File: config.mk
export PLATFORM = sky130hd
export DESIGN_NAME = wpf_ctrl
export DESIGN_NICKNAME = d
export VERILOG_FILES = /design/src/rtl/wpf_pkg.sv /design/src/rtl/wpf_ctrl.sv
export SDC_FILE = /design/constraint.sdc
export NUM_CORES = 1
export LEC_CHECK = 0
export ABC_AREA = 1
export BUFFER_PORTS_ARGS = -buffer_cell sky130_fd_sc_hd__buf_4
export CORE_AREA = 3 3 40 42
export DETAILED_ROUTE_END_ITERATION = 16
export DIE_AREA = 0 0 43 45
export PLACE_DENSITY = 0.67
export SYNTH_ARGS = -nofsm -noshare
export SYNTH_HDL_FRONTEND = slang
export SYNTH_SLANG_ARGS = --single-unit
File: constraint.sdc
create_clock -name i_clk -period 1 [get_ports i_clk]
set_input_delay 0.2 -clock i_clk [delete_from_list [all_inputs] [get_ports i_clk]]
set_output_delay 0.2 -clock i_clk [all_outputs]
set_load 0.005 [all_outputs]
File: src/rtl/wpf_pkg.sv
// Shared types and constants for the waypoint follower.
// No dependencies; imported by every rtl module.
`default_nettype none
package wpf_pkg;
    localparam int MAX_POINTS = 16;
    localparam int IDX_W = $clog2(MAX_POINTS);
    localparam int CNT_W = 5;

    localparam logic [1:0] CMD_TICK = 2'd0;
    localparam logic [1:0] CMD_LOAD = 2'd1;
    localparam logic [1:0] CMD_SETP = 2'd2;

    localparam logic [1:0] REG_ENABLE = 2'd0;
    localparam logic [1:0] REG_COUNT  = 2'd1;
    localparam logic [1:0] REG_SPEED  = 2'd2;
    localparam logic [1:0] REG_THRESH = 2'd3;

    typedef struct packed {
        logic [1:0]         cmd;
        logic [3:0]         point_index;
        logic signed [31:0] coord_x;
        logic signed [31:0] coord_y;
        logic signed [31:0] coord_z;
        logic [15:0]        delta_time;
    } t_in;

    typedef struct packed {
        logic signed [31:0] pos_x;
        logic signed [31:0] pos_y;
        logic signed [31:0] pos_z;
        logic [3:0]         target_slot;
        logic               arrived;
        logic               stepped;
    } t_out;

    // controller -> datapath
    typedef struct packed {
        logic latch;     // capture input item
        logic load_wp;   // write waypoint slot
        logic set_pos;   // write position
        logic rd_wp;     // read target waypoint
        logic diff;      // form deltas
        logic sq_start;  // clear sum and sqrt state
        logic sq_acc;    // add one axis square
        logic sq_step;
        logic arrive;    // advance target
        logic div_start; // start axis division
        logic div_step;
        logic div_done;  // commit axis, go next
        logic commit;    // commit position
    } t_cmd;

    // datapath -> controller
    typedef struct packed {
        logic active;    // enable and count >= 2
        logic is_tick;
        logic is_load;
        logic is_set;
        logic sq_last;
        logic near;      // arrival
        logic div_last;
        logic axis_last;
    } t_stat;
endpackage
`default_nettype wire

File: src/rtl/wpf_ctrl.sv
// Controller state machine of the waypoint follower.
// Depends on wpf_pkg.
`default_nettype none
module wpf_ctrl (
    input  wire logic         i_clk,
    input  wire logic         i_rst_n,
    input  wire logic         i_valid,
    output logic              o_stall,
    output logic              o_valid,
    input  wire logic         i_stall,
    input  wire wpf_pkg::t_stat i_stat,
    output wpf_pkg::t_cmd     o_cmd
);
    import wpf_pkg::*;
    localparam logic [3:0] S_IDLE = 4'd0, S_DEC = 4'd1, S_RD = 4'd2, S_DIFF = 4'd3,
        S_SQS = 4'd4, S_SQ = 4'd5, S_CHK = 4'd6, S_DVS = 4'd7, S_DV = 4'd8,
        S_DVE = 4'd9, S_COM = 4'd10, S_OUT = 4'd11;
    logic [3:0] r_st, n_st;
    logic r_ov, n_ov;

    assign o_valid = r_ov;
    // new item only when idle and the result slot is free or draining
    assign o_stall = (r_st != S_IDLE) || (r_ov && i_stall);

    always_comb begin
        n_st = r_st;
        n_ov = r_ov && i_stall;
        o_cmd = '0;
        case (r_st)
            S_IDLE: if (i_valid && !o_stall) begin
                o_cmd.latch = 1'b1;
                n_st = S_DEC;
            end
            S_DEC: begin
                if (i_stat.is_load) o_cmd.load_wp = 1'b1;
                if (i_stat.is_set) o_cmd.set_pos = 1'b1;
                n_st = (i_stat.is_tick && i_stat.active) ? S_RD : S_OUT;
                o_cmd.rd_wp = i_stat.is_tick && i_stat.active;
            end
            S_RD: begin o_cmd.diff = 1'b1; n_st = S_DIFF; end
            S_DIFF: begin o_cmd.sq_start = 1'b1; n_st = S_SQS; end
            // one axis square per cycle, x then y then z
            S_SQS: begin
                o_cmd.sq_acc = 1'b1;
                if (i_stat.axis_last) n_st = S_SQ;
            end
            S_SQ: begin
                o_cmd.sq_step = 1'b1;
                if (i_stat.sq_last) n_st = S_CHK;
            end
            S_CHK: begin
                if (i_stat.near) begin
                    o_cmd.arrive = 1'b1;
                    n_st = S_OUT;
                end else begin
                    n_st = S_DVS;
                end
            end
            S_DVS: begin o_cmd.div_start = 1'b1; n_st = S_DV; end
            S_DV: begin
                o_cmd.div_step = 1'b1;
                if (i_stat.div_last) n_st = S_DVE;
            end
            S_DVE: begin
                o_cmd.div_done = 1'b1;
                n_st = i_stat.axis_last ? S_COM : S_DVS;
            end
            S_COM: begin o_cmd.commit = 1'b1; n_st = S_OUT; end
            S_OUT: begin n_ov = 1'b1; n_st = S_IDLE; end
            default: n_st = S_IDLE;
        endcase
    end

    always_ff @(posedge i_clk) begin
        if (!i_rst_n) begin
            r_st <= S_IDLE;
            r_ov <= 1'b0;
        end else begin
            r_st <= n_st;
            r_ov <= n_ov;
        end
    end
endmodule
`default_nettype wire

==> impl_metrics.py <==
metrics = {
    "placed_design": {
        "post_dp_cell_area_sq_um": 682,
        "dp_hpwl_microns": 1050,
        "port_buffers": 26,
        "place_congestion": 0.752,
    },
    "detailed_routing": {
        "drc": 0,
        "drtIter0Drc": 7,
        "via_per_inst": 4.66,
        "vias": 639,
        "antenna_left": 0,
        "drt_first_pass_iters": 3,
        "routed_wl_microns": 1790,
        "wl_per_cell_microns": 13.1,
    },
    "power": {
        "leakage_nw": 0.519,
        "intPower_w": 0.00130,
        "clkPwrFrac_pct": 9.8,
        "combPwrFrac_pct": 70.6,
        "power_w": 0.00242,
        "p_per_area_mw_per_mm2": 2490,
        "share_seq_of_total_power_pct": 19.6,
        "p_sw_share_pct": 46.3,
        "ir_drop_v": 0.00160,
        "net-switching-power_w": 0.00112,
    },
    "clock_network": {
        "clock_sinks": 5,
        "cts-root-buf": "clkbuf_4",
        "cts_made_buffers": 3,
        "clk_latency_ps": 250,
        "clk_path_buf_depth": 2,
        "htree_levels": 1,
        "path_clk_slew_ps": 50,
        "cts_tree": "done",
        "ctsHoldBuffers": 0,
    },
    "setup_path": {
        "end_kind": "output port",
        "crit_fanout": 5,
        "path_buf_inv": 1,
        "path_cells": "nor2_4, nand3_2, nor2_2, buf_4",
        "cp.required_ps": 800,
        "critPathLaunchType": "register",
        "path_delay_family": "simple AND/OR/NAND/NOR gates",
        "max_stage_delay_ps": 380,
        "worstSetupPathType": "register to output port",
        "crit_slowest_cell": "dfxtp_4",
        "crit_arrival_ps": 1130,
    },
    "timing": {
        "fin_tns_setup_ps": -4530,
        "whs_ps": 151,
        "finalHoldViolCount": 0,
        "rsz0062_at_grt": "true",
        "max_clock_freq_mhz": 750,
        "finalWorstSetupSlack_ps": -333,
        "min_period_over_period_pct": 133,
        "period_minus_slack_ps": 1330,
        "worst_slew_pin_slew_ps": 189,
        "slew_headroom_pct": 87.3,
        "finalMaxSlewViolations": 0,
        "fin_skew_ps": 9.47,
        "setup_viol": 19,
    },
    "global_route": {
        "gr-total-overflow": 0,
        "grt_max_degree": 7,
        "grt_pass1_wl_microns": 2520,
        "antenna_found_initial": 0,
        "grtUsageTotal_pct": 17.3,
        "grt_pass1_vias": 593,
    },
    "cells_and_area": {
        "stdcell_area_sq_um": 970,
        "final_nets": 135,
        "syn2layout_area_growth_pct": 117,
        "drive_above_1_share_pct": 68.9,
        "nFillCells": 109,
        "diodes": 0,
    },
    "outcome": {
        "status": "complete, but fails checks",
        "violations": "negative setup slack",
    },
    "synth": {
        "netlist.area_leader.share_pct": 22.4,
        "seq_area_frac_synth_pct": 22.4,
        "syn-num-nets": 89,
        "ys_top_cells_by_area": "dfxtp_1, nand2_1, inv_1, nor2_1, nand3_2",
        "synth.most_common_cell": "nand2_1",
        "post_synth_inst_count": 77,
        "synthTopCellsByCount": "nand2_1, inv_1, nor2_1",
        "synth_edf_count": 0,
        "mappedNetlistArea_sq_um": 447,
        "yosysTopAreaCell": "dfxtp_1",
        "async_flop_share_pct": 0,
        "synth-seq-cells": 5,
        "syn-mean-instance-area_sq_um": 5.80,
        "yosys.cell_types.count": 17,
        "yosysWarningCount": 0,
        "ys.flop_type": "dfxtp_1",
    },
    "floorplanning": {
        "chipHeight_microns": 45,
        "die_area_sq_mm": 0.00194,
        "start_util_pct": 34.8,
        "io_pins": 27,
        "std_cell_rows": 13,
        "core_sq_mm": 0.00128,
        "die_w_microns": 43,
    },
    "run": {
        "drv_cap": 0,
    },
    "min_path": {
        "hp-class": "input port to register",
    },
}
## timing repair
| action | 4_1_cts | 5_1_grt |
|---|---|---|
| setup buffers | 7 | 6 |
| pin swaps | 9 | 11 |
| setup endpoints to repair | 17 | 19 |
| gates resized for setup | 35 | 16 |
| gates cloned | 0 | 0 |
## registers in the layout, summed over array words and instances (netlist names)
register,cells
o_valid,1
r_st,4
## through the flow
step           instances  setup WS (ps)  util (%)
2_1_floorplan         77           5.78         -
3_3_place_gp         120           -148      53.1
3_5_place_dp         120           -150      53.1
4_1_cts              131           -329      68.1
5_1_grt              137           -416      75.5
6_report             137           -333      75.5
## cell type report
| cell class | instances | area, sq um | area share [%] |
|---|---|---|---|
| Multi-Input combinational cell | 54 | 390 | 40.3 |
| Clock buffer | 4 | 26.3 | 2.71 |
| Inverter | 18 | 77.6 | 8.00 |
| Timing Repair Buffer | 41 | 342 | 35.2 |
| Sequential cell | 5 | 115 | 11.9 |
| Tap cell | 15 | 18.8 | 1.94 |
## cells in the final DEF, fill, tap and decap left out
cell type	instances
a21oi_1	2
nor2_1	2
nor2_4	9
dfxtp_1	1
o2bb2ai_1	1
inv_4	2
nand3_2	5
a21oi_2	2
nand3b_1	1
dfxtp_4	4
clkbuf_4	3
nor3_1	1
nor3_2	1
nand2_2	3
a31oi_1	1
nand2_4	4
nand2_1	12
inv_6	1
nor2_2	6
buf_6	9
nand3_1	2
clkbuf_1	1
inv_1	12
o21ai_1	1
o21ai_0	1
inv_2	3
buf_4	32
## power by group through the flow
stage | Sequential [W] | Clock [W] | Combinational [W]
after detailed placement | 0.000382 | 0 | 0.00103
after global routing | 0.000485 | 0.000272 | 0.00182
after floorplan | 0.000361 | 0 | 0.000643
final | 0.000474 | 0.000236 | 0.00171
after CTS | 0.000454 | 0.000246 | 0.00139
after global placement | 0.000380 | 0 | 0.00103
## kinds of logic (layout without fill, tap and decap cells)
kind of cell	after synthesis	count (layout)	share of synthesized area, %
AOI/OAI and AO/OA	8	8	10.9
buffers and inverters	18	63	15.1
DFF	5	5	22.4
and+or+nand+nor	46	46	51.5
## routing by layer
layer	wire [microns]	vias to the layer above	GRT usage, %
met3	49	0	4.78
met4	0	0	2.41
met2	981	15	29.6
met1	756	298	22.3
met5	0	-	0
li1	-	326	-
## path summary, 6_finish.rpt
check	slack [ps]	end	cells after the start	start
worst max-delay path	-330	o_cmd[12]	4	r_st[2]$_SDFFE_PN0P_
worst min-delay path	150	r_st[2]$_SDFFE_PN0P_	3	i_rst_n
worst max register to register	-220	r_st[3]$_SDFFE_PN0P_	9	r_st[1]$_SDFFE_PN0P_
worst min register to register	560	o_valid$_SDFF_PN0_	2	o_valid$_SDFF_PN0_
## worst reg2reg max path, delay by kind of cell, from the launching register on
| kind | cells | cell delay [ps] |
|---|---|---|
| AO/OA/AOI/OAI | 1 | 70 |
| buffers and inverters | 4 | 350 |
| flip-flops | 1 | 410 |
| AND/OR/NAND/NOR | 4 | 290 |
(Power assumes the default switching activity.)
